**config.mk**
```make
export PLATFORM = sky130hd
export DESIGN_NAME = ring_fork_arbiter_core_flat
export DESIGN_NICKNAME = d
export VERILOG_FILES = /design/src/rtl/core/rfa_pkg.sv /design/src/rtl/core/rfa_if.sv /design/src/rtl/core/rfa_cell.sv /design/src/rtl/core/ring_fork_arbiter_core.sv /design/src/flat_wrapper.sv
export VERILOG_INCLUDE_DIRS = /design/src /design/src/rtl/core
export SDC_FILE = /design/constraint.sdc
export NUM_CORES = 2
export LEC_CHECK = 0
export BUFFER_PORTS_ARGS = -buffer_cell sky130_fd_sc_hd__buf_4
export CAP_MARGIN = 20
export CORE_MARGIN = 2
export CORE_UTILIZATION = 65
export DETAILED_ROUTE_END_ITERATION = 16
export PLACE_DENSITY = 0.82
export SETUP_SLACK_MARGIN = 0.02
export SLEW_MARGIN = 20
export SYNTH_ARGS = -nofsm -noshare
export SYNTH_HDL_FRONTEND = slang
export SYNTH_SLANG_ARGS = --single-unit
export TNS_END_PERCENT = 100
```
**constraint.sdc**
```tcl
create_clock -name clk_i -period 12.5 [get_ports clk_i]
set_clock_uncertainty 0.15 [all_clocks]
set_input_delay 1.875 -clock clk_i [delete_from_list [all_inputs] [get_ports clk_i]]
set_output_delay 1.875 -clock clk_i [all_outputs]
set_load 0.02 [all_outputs]
```
**src/rtl/core/ring_fork_arbiter_core_assert.svh**
```systemverilog
// assertion macros for the ring fork arbiter
`ifndef RING_FORK_ARBITER_CORE_ASSERT_SVH
`define RING_FORK_ARBITER_CORE_ASSERT_SVH
`ifndef SYNTHESIS
// plain invariant checked on every rising clock edge outside reset
`define RFA_ASSERT(name, clk, rst_n, prop, msg) \
  name: assert property (@(posedge clk) disable iff (!rst_n) (prop)) else $error(msg);
// same-cycle implication checked outside reset
`define RFA_ASSERT_IMPL(name, clk, rst_n, ante, cons, msg) \
  name: assert property (@(posedge clk) disable iff (!rst_n) (ante) |-> (cons)) else $error(msg);
`else
`define RFA_ASSERT(name, clk, rst_n, prop, msg)
`define RFA_ASSERT_IMPL(name, clk, rst_n, ante, cons, msg)
`endif
`endif

```
**src/rtl/core/rfa_pkg.sv**
```systemverilog
// shared types, constants and priority function of the ring fork arbiter
package rfa_pkg;

  localparam int unsigned SEAT_W    = 4;
  localparam int unsigned CNT_W     = 5;
  localparam int unsigned TIME_W    = 32;
  localparam int unsigned SEAT_CAP  = 16;
  localparam logic [CNT_W-1:0] CNT_RESET = 5'd5;

  // request codes
  typedef enum logic [1:0] {
    REQ_TAKE    = 2'd0,
    REQ_RELEASE = 2'd1,
    REQ_STOP    = 2'd2
  } rfa_req_e;

  // what a cell shows to its ring neighbors
  typedef struct packed {
    logic              hungry;
    logic              free;
    logic [TIME_W-1:0] wait_start;
    logic [SEAT_W-1:0] idx;
  } rfa_nbr_t;

  // per-cell commands from the sequencer
  typedef struct packed {
    logic req_set;
    logic req_clr;
    logic rel_set;
    logic take_clr;
    logic token_in;
  } rfa_cell_cmd_t;

  // controls shared by all cells
  typedef struct packed {
    logic              adv;
    logic              stop;
    logic [TIME_W-1:0] now_time;
  } rfa_ctl_t;

  // cell status back to the sequencer
  typedef struct packed {
    logic              token;
    logic              hungry;
    logic              free;
    logic [TIME_W-1:0] wait_start;
    logic              emit;
    logic              grant;
  } rfa_cell_st_t;

  // true when the neighbor has priority over this seat
  function automatic logic beats(rfa_nbr_t other, logic [TIME_W-1:0] self_wait,
                                 logic [SEAT_W-1:0] self_idx);
    logic res;
    if (!other.hungry) begin
      res = 1'b0;
    end else if (other.wait_start != self_wait) begin
      res = (other.wait_start < self_wait);
    end else if (other.idx[0] != self_idx[0]) begin
      res = !other.idx[0];
    end else begin
      res = (other.idx < self_idx);
    end
    return res;
  endfunction

endpackage

```
**src/rtl/core/rfa_if.sv**
```systemverilog
// valid/ready channels of the ring fork arbiter
interface rfa_req_if;
  logic                         valid;
  logic                         ready;
  logic [1:0]                   req_type;
  logic [rfa_pkg::SEAT_W-1:0]   seat_id;
  logic [rfa_pkg::TIME_W-1:0]   now_time;
  modport source (output valid, req_type, seat_id, now_time, input ready);
  modport sink (input valid, req_type, seat_id, now_time, output ready);
endinterface

interface rfa_rsp_if;
  logic                         valid;
  logic                         ready;
  logic [rfa_pkg::SEAT_W-1:0]   granted_seat;
  logic                         was_stopped;
  logic                         last_of_run;
  modport source (output valid, granted_seat, was_stopped, last_of_run, input ready);
  modport sink (input valid, granted_seat, was_stopped, last_of_run, output ready);
endinterface

interface rfa_cfg_if;
  logic                         valid;
  logic                         ready;
  logic [rfa_pkg::CNT_W-1:0]    seat_count;
  modport source (output valid, seat_count, input ready);
  modport sink (input valid, seat_count, output ready);
endinterface

```
**src/rtl/core/rfa_cell.sv**
```systemverilog
// one seat of the ring: hunger, waiting start, its resource and the scan token
module rfa_cell (
  input  logic                         clk_i,
  input  logic                         rst_ni,
  input  rfa_pkg::rfa_ctl_t            ctl_i,
  input  rfa_pkg::rfa_cell_cmd_t       cmd_i,
  input  logic [rfa_pkg::SEAT_W-1:0]   seat_idx_i,
  input  rfa_pkg::rfa_nbr_t            down_i,
  input  rfa_pkg::rfa_nbr_t            up_i,
  output rfa_pkg::rfa_cell_st_t        st_o
);

  logic                        token_q;
  logic                        hungry_q;
  logic                        free_q;
  logic [rfa_pkg::TIME_W-1:0]  wait_q;
  logic                        may_take;
  logic                        hit;
  logic                        emit;
  logic                        grant;

  // grant check for the seat holding the token
  assign may_take = free_q & up_i.free
                  & !rfa_pkg::beats(down_i, wait_q, seat_idx_i)
                  & !rfa_pkg::beats(up_i, wait_q, seat_idx_i);
  assign hit   = token_q & ctl_i.adv & hungry_q;
  assign emit  = hit & (ctl_i.stop | may_take);
  assign grant = hit & !ctl_i.stop & may_take;

  // control state
  always_ff @(posedge clk_i or negedge rst_ni) begin
    if (!rst_ni) begin
      token_q  <= 1'b0;
      hungry_q <= 1'b0;
      free_q   <= 1'b1;
    end else begin
      if (ctl_i.adv) begin
        token_q <= cmd_i.token_in;
      end
      if (cmd_i.req_set) begin
        hungry_q <= 1'b1;
      end else if (cmd_i.req_clr || emit) begin
        hungry_q <= 1'b0;
      end
      if (cmd_i.rel_set) begin
        free_q <= 1'b1;
      end else if (grant || cmd_i.take_clr) begin
        free_q <= 1'b0;
      end
    end
  end

  // waiting start, written on a new request
  always_ff @(posedge clk_i) begin
    if (cmd_i.req_set) begin
      wait_q <= ctl_i.now_time;
    end
  end

  assign st_o.token      = token_q;
  assign st_o.hungry     = hungry_q;
  assign st_o.free       = free_q;
  assign st_o.wait_start = wait_q;
  assign st_o.emit       = emit;
  assign st_o.grant      = grant;

endmodule

```
**src/rtl/core/ring_fork_arbiter_core.sv**
```systemverilog
// top level of the ring fork arbiter: sequencer, result buffer and row of seat cells
//
// req_i takes one item (request, release or stop) when valid and ready are high.
// ready is high only while the block is idle between items.
// rsp_o gives one item per finished request: seat, stopped flag and a marker on
// the last item caused by the same input. An input may cause no item at all.
// cfg_i writes seat_count at any time it is valid; it is always ready and is
// meant to be written only while the block is idle.
// Sequence: an apply step, then a token walks the seat cells one per cycle while
// the output does not stall, then a close step ends the run. A new item is only
// accepted once the run has closed and the block is idle again.
// A result goes to a holding stage and moves into the output register when the next
// result arrives; the last one moves there at the close of the run.
// When the receiver stalls the scan holds: one result waits in the output
// register and one in a holding stage, and the token stops until room frees.
// Reset frees every resource, clears all pending seats and the stop state and
// sets seat_count to 5; no clearing pass is needed.
module ring_fork_arbiter_core #(
  parameter int unsigned MAX_SEATS = 16
) (
  input  logic        clk_i,
  input  logic        rst_ni,
  rfa_req_if.sink     req_i,
  rfa_rsp_if.source   rsp_o,
  rfa_cfg_if.sink     cfg_i
);

`include "ring_fork_arbiter_core_assert.svh"

  localparam int unsigned NumCells = (MAX_SEATS < rfa_pkg::SEAT_CAP) ? MAX_SEATS
                                                                      : rfa_pkg::SEAT_CAP;
  localparam int unsigned IdxW     = (NumCells > 1) ? $clog2(NumCells) : 1;

  typedef enum logic [1:0] {
    ST_IDLE,
    ST_ACT,
    ST_SCAN,
    ST_FLUSH
  } state_e;

  state_e                         state_q;
  logic [rfa_pkg::CNT_W-1:0]      seat_count_q;
  logic [1:0]                     type_q;
  logic [rfa_pkg::SEAT_W-1:0]     seat_q;
  logic [rfa_pkg::TIME_W-1:0]     time_q;
  logic                           stopped_q;
  logic                           hold_valid_q;
  logic [rfa_pkg::SEAT_W-1:0]     hold_seat_q;
  logic                           hold_stop_q;
  logic                           out_valid_q;
  logic [rfa_pkg::SEAT_W-1:0]     out_seat_q;
  logic                           out_stop_q;
  logic                           out_last_q;

  logic [rfa_pkg::CNT_W-1:0]      n_seats;
  logic [IdxW-1:0]                n_last;
  logic                           out_free;
  logic                           adv;
  logic                           act_go;
  logic                           seat_ok;
  logic                           req_ok;
  logic                           rel_ok;
  logic                           act_ev;
  logic                           ev_valid;
  logic [rfa_pkg::SEAT_W-1:0]     ev_seat;
  logic [NumCells-1:0]            tok_vec;
  logic [NumCells-1:0]            emit_vec;
  logic [NumCells-1:0]            grant_vec;

  rfa_pkg::rfa_ctl_t              ctl;
  rfa_pkg::rfa_cell_st_t          st   [NumCells];
  rfa_pkg::rfa_nbr_t              nbr  [NumCells];
  rfa_pkg::rfa_nbr_t              down [NumCells];
  rfa_pkg::rfa_nbr_t              up   [NumCells];
  rfa_pkg::rfa_cell_cmd_t         cmd  [NumCells];

  // seats in use, clamped to the range 1 to the cell count
  always_comb begin
    if (seat_count_q == '0) begin
      n_seats = rfa_pkg::CNT_W'(1);
    end else if (seat_count_q > rfa_pkg::CNT_W'(NumCells)) begin
      n_seats = rfa_pkg::CNT_W'(NumCells);
    end else begin
      n_seats = seat_count_q;
    end
  end
  assign n_last = IdxW'(n_seats - rfa_pkg::CNT_W'(1));

  // handshake and apply-phase decode
  assign out_free = !out_valid_q || rsp_o.ready;
  assign adv      = !hold_valid_q || out_free;
  assign act_go   = (state_q == ST_ACT) && adv;
  assign seat_ok  = ({1'b0, seat_q} < n_seats);
  assign req_ok   = act_go && seat_ok && (type_q == rfa_pkg::REQ_TAKE);
  assign rel_ok   = act_go && seat_ok && (type_q == rfa_pkg::REQ_RELEASE);
  assign act_ev   = req_ok && stopped_q;

  assign ctl.adv      = adv;
  assign ctl.stop     = stopped_q;
  assign ctl.now_time = time_q;

  // row of seat cells with ring wiring
  for (genvar i = 0; i < NumCells; i++) begin : g_cell
    logic in_rng;
    assign in_rng = (rfa_pkg::CNT_W'(i) < n_seats);

    assign nbr[i].hungry     = st[i].hungry;
    assign nbr[i].free       = st[i].free;
    assign nbr[i].wait_start = st[i].wait_start;
    assign nbr[i].idx        = rfa_pkg::SEAT_W'(i);

    if (i == 0) begin : g_first
      assign down[i]         = nbr[n_last];
      assign cmd[i].take_clr = in_rng && st[n_last].grant;
      assign cmd[i].token_in = (state_q == ST_ACT);
    end else begin : g_rest
      assign down[i]         = nbr[i-1];
      assign cmd[i].take_clr = in_rng && st[i-1].grant;
      assign cmd[i].token_in = in_rng && st[i-1].token;
    end

    if (i == NumCells - 1) begin : g_wrap
      assign up[i] = nbr[0];
    end else begin : g_next
      assign up[i] = (IdxW'(i) == n_last) ? nbr[0] : nbr[i+1];
    end

    assign cmd[i].req_set = req_ok && !stopped_q && (seat_q == rfa_pkg::SEAT_W'(i))
                          && !st[i].hungry;
    assign cmd[i].req_clr = req_ok && stopped_q && (seat_q == rfa_pkg::SEAT_W'(i));
    assign cmd[i].rel_set = rel_ok && in_rng
                          && ((seat_q == rfa_pkg::SEAT_W'(i)) || (seat_q == down[i].idx));

    assign tok_vec[i]   = st[i].token;
    assign emit_vec[i]  = st[i].emit;
    assign grant_vec[i] = st[i].grant;

    rfa_cell u_cell (
      .clk_i      (clk_i),
      .rst_ni     (rst_ni),
      .ctl_i      (ctl),
      .cmd_i      (cmd[i]),
      .seat_idx_i (rfa_pkg::SEAT_W'(i)),
      .down_i     (down[i]),
      .up_i       (up[i]),
      .st_o       (st[i])
    );
  end

  // seat of a result: apply phase uses the input seat, scan uses the token
  always_comb begin
    ev_seat = '0;
    if (state_q == ST_ACT) begin
      ev_seat = seat_q;
    end else begin
      for (int i = 0; i < NumCells; i++) begin
        if (tok_vec[i]) begin
          ev_seat = ev_seat | rfa_pkg::SEAT_W'(i);
        end
      end
    end
  end
  assign ev_valid = (act_go && act_ev) || (|emit_vec);

  // sequencer, holding stage and output register
  always_ff @(posedge clk_i or negedge rst_ni) begin
    if (!rst_ni) begin
      state_q      <= ST_IDLE;
      seat_count_q <= rfa_pkg::CNT_RESET;
      type_q       <= '0;
      seat_q       <= '0;
      time_q       <= '0;
      stopped_q    <= 1'b0;
      hold_valid_q <= 1'b0;
      hold_seat_q  <= '0;
      hold_stop_q  <= 1'b0;
      out_valid_q  <= 1'b0;
      out_seat_q   <= '0;
      out_stop_q   <= 1'b0;
      out_last_q   <= 1'b0;
    end else begin
      if (cfg_i.valid) begin
        seat_count_q <= cfg_i.seat_count;
      end
      if (out_valid_q && rsp_o.ready) begin
        out_valid_q <= 1'b0;
      end
      // a new result pushes the held one out as not last
      if (ev_valid) begin
        if (hold_valid_q) begin
          out_valid_q <= 1'b1;
          out_seat_q  <= hold_seat_q;
          out_stop_q  <= hold_stop_q;
          out_last_q  <= 1'b0;
        end
        hold_valid_q <= 1'b1;
        hold_seat_q  <= ev_seat;
        hold_stop_q  <= stopped_q;
      end
      case (state_q)
        ST_IDLE: begin
          if (req_i.valid) begin
            type_q  <= req_i.req_type;
            seat_q  <= req_i.seat_id;
            time_q  <= req_i.now_time;
            state_q <= ST_ACT;
          end
        end
        ST_ACT: begin
          if (adv) begin
            if (type_q == rfa_pkg::REQ_STOP) begin
              stopped_q <= 1'b1;
            end
            state_q <= ST_SCAN;
          end
        end
        ST_SCAN: begin
          if (adv && st[n_last].token) begin
            state_q <= ST_FLUSH;
          end
        end
        ST_FLUSH: begin
          if (!hold_valid_q) begin
            state_q <= ST_IDLE;
          end else if (out_free) begin
            out_valid_q  <= 1'b1;
            out_seat_q   <= hold_seat_q;
            out_stop_q   <= hold_stop_q;
            out_last_q   <= 1'b1;
            hold_valid_q <= 1'b0;
            state_q      <= ST_IDLE;
          end
        end
        default: begin
          state_q <= ST_IDLE;
        end
      endcase
    end
  end

  // port drive
  assign req_i.ready        = (state_q == ST_IDLE);
  assign cfg_i.ready        = 1'b1;
  assign rsp_o.valid        = out_valid_q;
  assign rsp_o.granted_seat = out_seat_q;
  assign rsp_o.was_stopped  = out_stop_q;
  assign rsp_o.last_of_run  = out_last_q;

  // checks
  `RFA_ASSERT(a_token_onehot, clk_i, rst_ni, $onehot0(tok_vec), "more than one scan token")
  `RFA_ASSERT(a_one_grant, clk_i, rst_ni, $onehot0(grant_vec), "several grants in one cycle")
  `RFA_ASSERT_IMPL(a_scan_token, clk_i, rst_ni, state_q == ST_SCAN, tok_vec != '0, "scan lost its token")
  `RFA_ASSERT_IMPL(a_idle_empty, clk_i, rst_ni, state_q == ST_IDLE, !hold_valid_q, "result held while idle")

endmodule

```
**src/flat_wrapper.sv**
```systemverilog
// flat-port wrapper written by rule: the top's interface ports become plain ports
module ring_fork_arbiter_core_flat 
#(
  parameter int unsigned MAX_SEATS = 16
)
  (clk_i, rst_ni, req_i_valid, req_i_req_type, req_i_seat_id, req_i_now_time, req_i_ready, rsp_o_valid, rsp_o_granted_seat, rsp_o_was_stopped, rsp_o_last_of_run, rsp_o_ready, cfg_i_valid, cfg_i_seat_count, cfg_i_ready);
  rfa_req_if req_i_i ();
  rfa_rsp_if rsp_o_i ();
  rfa_cfg_if cfg_i_i ();
  input  logic clk_i;
  input  logic rst_ni;
  input wire logic [$bits(req_i_i.valid)-1:0] req_i_valid;
  input wire logic [$bits(req_i_i.req_type)-1:0] req_i_req_type;
  input wire logic [$bits(req_i_i.seat_id)-1:0] req_i_seat_id;
  input wire logic [$bits(req_i_i.now_time)-1:0] req_i_now_time;
  output wire logic [$bits(req_i_i.ready)-1:0] req_i_ready;
  output wire logic [$bits(rsp_o_i.valid)-1:0] rsp_o_valid;
  output wire logic [$bits(rsp_o_i.granted_seat)-1:0] rsp_o_granted_seat;
  output wire logic [$bits(rsp_o_i.was_stopped)-1:0] rsp_o_was_stopped;
  output wire logic [$bits(rsp_o_i.last_of_run)-1:0] rsp_o_last_of_run;
  input wire logic [$bits(rsp_o_i.ready)-1:0] rsp_o_ready;
  input wire logic [$bits(cfg_i_i.valid)-1:0] cfg_i_valid;
  input wire logic [$bits(cfg_i_i.seat_count)-1:0] cfg_i_seat_count;
  output wire logic [$bits(cfg_i_i.ready)-1:0] cfg_i_ready;
  assign req_i_i.valid = req_i_valid;
  assign req_i_i.req_type = req_i_req_type;
  assign req_i_i.seat_id = req_i_seat_id;
  assign req_i_i.now_time = req_i_now_time;
  assign req_i_ready = req_i_i.ready;
  assign rsp_o_valid = rsp_o_i.valid;
  assign rsp_o_granted_seat = rsp_o_i.granted_seat;
  assign rsp_o_was_stopped = rsp_o_i.was_stopped;
  assign rsp_o_last_of_run = rsp_o_i.last_of_run;
  assign rsp_o_i.ready = rsp_o_ready;
  assign cfg_i_i.valid = cfg_i_valid;
  assign cfg_i_i.seat_count = cfg_i_seat_count;
  assign cfg_i_ready = cfg_i_i.ready;
  ring_fork_arbiter_core #(.MAX_SEATS(MAX_SEATS)) u_core (.clk_i(clk_i), .rst_ni(rst_ni), .req_i(req_i_i), .rsp_o(rsp_o_i), .cfg_i(cfg_i_i));
endmodule
```
## Word level (Yosys, flattened, before mapping)

Cells that the tools add are included.

| cells by class | value |
|---|---|
| bitwise gates (word level) | 145 |
| magnitude comparators | 67 |
| add/subtract/negate cells | 1 |
| muxes and demuxes | 214 |
| eq/ne operators | 71 |
| reductions and logical operators | 279 |

Operator list:

| operator | number |
|---|---|
| 32-bit less-than comparator | 32 |
| 32-bit != test | 32 |
| 38-bit 2-to-1 mux | 17 |
| 1-bit 2-to-1 mux | 165 |
| 38-bit binary-select mux with 4-bit select | 1 |
| 37-bit binary-select mux with 4-bit select | 1 |
| 1-bit AND | 128 |
| 1-bit logical AND | 120 |
| 37-bit 2-to-1 mux | 2 |
| 1-bit zero test | 67 |
| 2-bit nonzero test | 32 |
| 4-bit 2-to-1 mux | 14 |
| 1-bit logical OR | 51 |
| 4-bit by 5-bit less-than comparator with 1-bit output (first input constant) | 8 |
| 4-bit equality test (second input constant) | 8 |
| 4-bit equality test (first input constant) | 7 |
| 4-bit less-than comparator (second input constant) | 7 |
| 3-bit by 5-bit less-than comparator with 1-bit output (first input constant) | 4 |
| 3-bit by 4-bit equality test with 1-bit output (first input constant) | 4 |
| 4-bit by 3-bit equality test with 1-bit output (second input constant) | 4 |
| 4-bit by 3-bit less-than comparator with 1-bit output (second input constant) | 4 |
| 1-bit OR | 16 |
| 16-bit OR reduction | 1 |
| 2-bit 2-to-1 mux | 7 |
| other kinds (28) | 45 |

| storage, ports and cells | value |
|---|---|
| input port bits | 48 |
| bits in registers | 619 |
| output and inout bits | 9 |
| logic and storage cells | 854 |

## Logic depth before layout (Yosys ltp)

| depth | value |
|---|---|
| depth after elaboration | 24 |
| depth in mapped cells | 26 |

## By module

A second synthesis with hierarchy kept.

| second synthesis, totals | value |
|---|---|
| cell total of the unflattened synthesis | 5856 |
| area, all modules | 60415.4 um2 |

By module, submodules not included:

| module | instances | area each (um2) | cells each | seq. area each (um2) |
|---|---|---|---|---|
| rfa_cell | 16 | 2887.8 | 279 | 1037.2 |
| ring_fork_arbiter_core | 1 | 14211.1 | 1392 | 1478.9 |

## Worst setup path after synthesis

No wires, ideal clock.

| timing path | value |
|---|---|
| path kind | register -> register |
| start | register u_core.seat_count_q[4] in the netlist's numbering |
| end | register u_core.g_cell[2].u_cell.wait_q[0] in the netlist's numbering, enable pin |
| path buffers | 5 |
| library setup time | 0.513 ns |
| path slack | 5.513 ns |
| period minus slack after synthesis | 6.987 ns |
| cell stages (with the launch flop) | 17 |
| data arrival time | 6.325 ns |
| cell sequence | dfrtp_1 or2_1 buf_6 nor3_4 a21oi_2 inv_2 buf_6 buf_2 buf_1 ha_1 nor2b_1 o21a_1 o21ai_0 a21oi_1 or4_1 clkbuf_1 nor4b_1 |

RTL lines:

| item | RTL line | RTL |
|---|---|---|
| from (decl) | ring_fork_arbiter_core.sv:42 | `logic [rfa_pkg::CNT_W-1:0] seat_count_q;` |
| from (signal assigned) | ring_fork_arbiter_core.sv:169 | `seat_count_q <= rfa_pkg::CNT_RESET;` |
| from (signal assigned) | ring_fork_arbiter_core.sv:183 | `seat_count_q <= cfg_i.seat_count;` |
| to (signal assigned) | rfa_cell.sv:56 | `wait_q <= ctl_i.now_time;` |
| to (decl) | rfa_cell.sv:16 | `logic [rfa_pkg::TIME_W-1:0] wait_q;` |

## Worst setup path in the final report

| timing path | value |
|---|---|
| start | register u_core.seat_count_q[4] in the netlist's numbering |
| end | register u_core.out_seat_q, in the netlist u_core.rsp_o.granted_seat[2] |

| on the way | value |
|---|---|
| word-level cells in the longest chain between the ends | 23 |

RTL lines:

| item | RTL line | RTL |
|---|---|---|
| 5-bit > comparator | ring_fork_arbiter_core.sv:81 | `end else if (seat_count_q > rfa_pkg::CNT_W'(NumCells)) begin` |
| 5-bit 2-to-1 mux | ring_fork_arbiter_core.sv:81 |  |
| 5-bit 2-to-1 mux * | ring_fork_arbiter_core.sv:79 | `if (seat_count_q == '0) begin` |
| branches (longest 15 deep; another with 32-bit less-than comparator) | -- |  |
| 1-bit logical OR * | ring_fork_arbiter_core.sv:163 | `assign ev_valid = (act_go && act_ev) \|\| (\|emit_vec);` |
| 4-bit 2-to-1 mux * | ring_fork_arbiter_core.sv:189 | `if (ev_valid) begin` |
| 4-bit 2-to-1 mux | ring_fork_arbiter_core.sv:225 | `end else if (out_free) begin` |
| 4-bit 2-to-1 mux | ring_fork_arbiter_core.sv:223 | `if (!hold_valid_q) begin` |
| 4-bit 2-to-1 mux * | ring_fork_arbiter_core.sv:200 | `case (state_q)` |
| to (signal assigned) | ring_fork_arbiter_core.sv:192 | `out_seat_q <= hold_seat_q;` |
| to (signal assigned) | ring_fork_arbiter_core.sv:227 | `out_seat_q <= hold_seat_q;` |
| to (decl) | ring_fork_arbiter_core.sv:51 | `logic [rfa_pkg::SEAT_W-1:0] out_seat_q;` |

Mark *: on every way between the ends. The select of a mux whose other input is x is not followed.
A chain may end at the register's enable or synchronous reset.

==> key figures <==
Status
  – Status: finished clean

Synthesis
  – Commonest cells in the netlist: ha_1, nand2_1, o21ai_0
  – Main synth FF type: edfxtp_1
  – EDFF count, synth: slightly above 500
  – Post-Syn Area: approximately 54,000 sq um
  – Yosys warns: 0
  – Synthesized flop and latch total: 619
  – Top-count cell post-synth: ha_1
  – Mapped Nets: 6,709
  – Synth top area share: 28.3%
  – Largest cells by area after synthesis: edfxtp_1, ha_1, mux4_2
  – Synth cell types: 93
  – Async SR Flop Fraction: about 17%
  – Mapped Cells: roughly 5.6k
  – Syn Area/Cell: 9.68 sq um
  – Cell taking the most area after synthesis: edfxtp_1
  – Sequential element share of the synthesized area: 33.2%

Power and ir drop
  – Int Pwr: 4.63 mW
  – Pwr dens: about 120 nW/um^2
  – VDD IR-drop max: 0.232 mV
  – Clk pwr share: 33.5%
  – Net Sw Frac: 34.2%
  – Static Leak: 26.2 nW
  – Logic pwr share: 20.7%
  – Part of the power in registers: 45.9%
  – Net Sw Power: 2.41 mW

Floorplan
  – Ports: 57
  – Core Box Area: 83,300 sq um
  – Initial Utilization: 65.3%
  – Die height: 293 microns
  – Row count: 106
  – Die width: just under 300 microns
  – Die area: 86,000 sq um

Cells and area
  – Layout cells sized above 1: approximately 9.6%
  – Final nets: roughly 6.7k
  – Post-route cell area: 58,700 sq um
  – Area Overhead vs Synth: 7.92%
  – Fillers: approximately 6.2k

Setup path
  – Worst Setup End Kind: register
  – Crit-path max FO: 61
  – Crit path cell chain: clkinv_1, a21oi_2, ha_2, buf_4, inv_6, buf_4, mux4_2, mux4_2, ha_1, a41o_1, a21o_1, a211o_1, a21o_1, a221oi_2, a211oi_1, a41o_1, or4_4, o41ai_4, mux2_2
  – Req. time, crit path: 12.86 ns
  – Delay of the slowest critical-path stage: 0.87 ns
  – Arr. time, crit path: 9.39 ns
  – RR Endpoint: u_core.rsp_o.granted_seat[2]$_DFF_PN0_
  – Critical path class: reg2reg
  – Flop2flop setup slack: 3.47 ns
  – Reg2reg start: u_core.seat_count_q[4]$_DFFE_PN0P_
  – Worst path slowest cell: dfrtp_1
  – Crit start category: register
  – Reg2Reg Depth: 19

Run
  – Max cap viols: 0

CTS
  – Num CTS Buffers: 75
  – # clock sinks: 619
  – Worst skew pair latency: 0.67 ns
  – CTS tree: yes
  – Bufs on Longest Clock Path: 3
  – Post-CTS sizing: 0
  – Clock transition at path regs: about 0.070 ns
  – Hold-fix buffers at CTS: 0
  – Setup Buffers After CTS: 0
  – H-Tree Depth: 3
  – Clock root buffer: clkbuf_16

Placement
  – Dpl hpwl: 162 mm
  – DP Area: approximately 56,000 sq um
  – I/O Buffers: 55
  – Gp weighted congestion: 1.07

STA
  – Fmax: 0.111 GHz
  – Period utilization: 72.2%
  – Fin crit period: about 9 ns
  – Slew margin rel.: between 15 and 20%
  – Final TNS setup: 0 ns
  – Fin. Hold Viols: 0
  – RSZ-0062 raised after global routing: no
  – Worst-Margin Slew: between 1 and 1.5 ns
  – Setup violators final: 0
  – Max Slew Vio Count: 0

Drt
  – Detail Route Antenna Nets: 0
  – Via/cell ratio: between 7 and 8
  – Routed length per placed instance: 30.2 microns
  – Initial DRC count: between 7k and 8k
  – Post-route DRC: 0
  – WL final: between 200 and 250 mm
  – Pre-antenna DRT Iters: 7
  – Detailed-route via count: 48.4k

Global route
  – Initial antenna violation count: 21
  – Largest net degree at the start of global routing: 74
  – First-pass GRT wire length: around 300 mm
  – Total track usage: 47.1%
  – GRT Residual Overflow: 0
  – Number of global-route vias before repair: 46.7k

Min path
  – WHS Path Cells: 1
  – Hold Path Sink: u_core.rsp_o.granted_seat[3]$_DFF_PN0_
  – HP Class: reg2reg
  – Hold Path Origin: u_core.hold_seat_q[3]$_DFFE_PN0N_
[placed cells by master (no fill, tap or decap), types with 11 or more instances in the layout]
cell type,count
nor2b_1,37
a21boi_0,12
a2111oi_0,20
inv_1,560
clkinv_2,15
nor3_1,46
nor4_1,53
nand3_1,107
diode_2,14
mux2_2,54
a211oi_1,38
dfrtp_1,89
dfstp_2,18
nand2b_1,26
o31ai_1,14
mux4_2,162
ha_1,1036
a31oi_1,16
nor3_2,17
a211o_1,13
a21oi_1,394
or4_1,25
clkbuf_16,77
o2111ai_1,11
o21ai_0,638
o21a_1,16
nand2_1,715
a221oi_1,24
o211ai_1,45
a22oi_1,16
a21o_1,123
mux2i_1,13
nand4_1,210
buf_4,126
bufinv_16,11
edfxtp_1,512
nor2_1,135
[metrics by stage]
stage	hold WS, ns	setup slack (ns)	power (mW)	cells	utilization (%)
floorplan	0.323	5.51	3.88	5624	-
global placement	0.339	3.84	4.56	6616	67.3
detailed placement	0.345	3.71	4.61	6616	67.3
CTS	0.358	3.63	6.92	6753	70.4
global route	0.372	3.10	7.19	6756	70.5
finish	0.356	3.47	7.04	6767	70.5
[registers in the layout, indices dropped and copies added, names as in the netlist, 2 cells and up]
name	count
u_core.g_cell.u_cell.hungry_q	16
u_core.time_q	32
u_core.g_cell.u_cell.token_q	16
u_core.g_cell.u_cell.wait_q	512
u_core.state_q	2
u_core.type_q	2
u_core.seat_count_q	5
u_core.rsp_o.granted_seat	4
u_core.hold_seat_q	4
u_core.seat_q	4
u_core.g_cell.u_cell.free_q	16
[power by group through the flow]
stage	Combinational, mW	Sequential (mW)	Clock [mW]
2_1_floorplan	1.01	2.88	0
3_3_place_gp	1.37	3.19	0
3_5_place_dp	1.40	3.21	0
4_1_cts	1.41	3.17	2.34
5_1_grt	1.56	3.22	2.42
6_report	1.46	3.23	2.36
[layout make-up]
type / instances / area (sq um) / area share [%]
Inverter: 565 / 2130 / 3.63
Clock inverter: 50 / 587 / 0.999
Antenna cell: 14 / 35.0 / 0.0597
Clock buffer: 87 / 2000 / 3.41
Sequential cell: 619 / 18100 / 30.8
Tap cell: 1080 / 1350 / 2.30
Multi-Input combinational cell: 4226 / 33600 / 57.2
Timing Repair Buffer: 126 / 946 / 1.61
[cells by family (layout without fill, tap and decap cells)]
| group | after synthesis | after routing | synth area share (%) |
|---|---|---|---|
| buf+inv | 779 | 828 | 5.47 |
| fa+ha+maj | 1037 | 1037 | 23.8 |
| other cells | 1 | 15 | 0.00689 |
| compound gates | 1495 | 1495 | 16.4 |
| xor+xnor | 5 | 5 | 0.0805 |
| mux | 235 | 235 | 8.35 |
| simple gates | 1453 | 1453 | 12.7 |
| flops | 619 | 619 | 33.2 |
[per-layer routing]
metal	vias to the layer above	track usage, %	part of all wire (%)
li1	21200	-	-
met1	22900	63.5	38
met5	-	0.794	0.14
met3	703	15.9	16
met2	3526	65.1	39
met4	26	28.7	7.1
[critical path, delay by kind of cell, from the launching register on]
family	cells	cell delay [ns]
muxes	3	1.53
DFF	1	0.87
buffers and inverters	4	2.12
AOI/OAI and AO/OA	9	2.81
adders and majority gates	2	0.73
and+or+nand+nor	1	0.54
[worst max path at each step]
stage	cells after the start	startpoint	slack, ns	end
detailed placement	19	u_core.seat_count_q[4]$_DFFE_PN0P_	3.71	u_core.rsp_o.granted_seat[2]$_DFF_PN0_
floorplan	16	u_core.seat_count_q[4]$_DFFE_PN0P_	5.51	u_core.g_cell[2].u_cell.wait_q[0]$_DFFE_PP_
CTS	19	u_core.seat_count_q[4]$_DFFE_PN0P_	3.63	u_core.rsp_o.granted_seat[2]$_DFF_PN0_
global route	19	u_core.seat_count_q[4]$_DFFE_PN0P_	3.10	u_core.hold_seat_q[0]$_DFFE_PN0N_
global placement	19	u_core.seat_count_q[4]$_DFFE_PN0P_	3.84	u_core.rsp_o.granted_seat[1]$_DFF_PN0_
finish	19	u_core.seat_count_q[4]$_DFFE_PN0P_	3.47	u_core.rsp_o.granted_seat[2]$_DFF_PN0_
No activity file was read; power rests on OpenSTA's default activity.
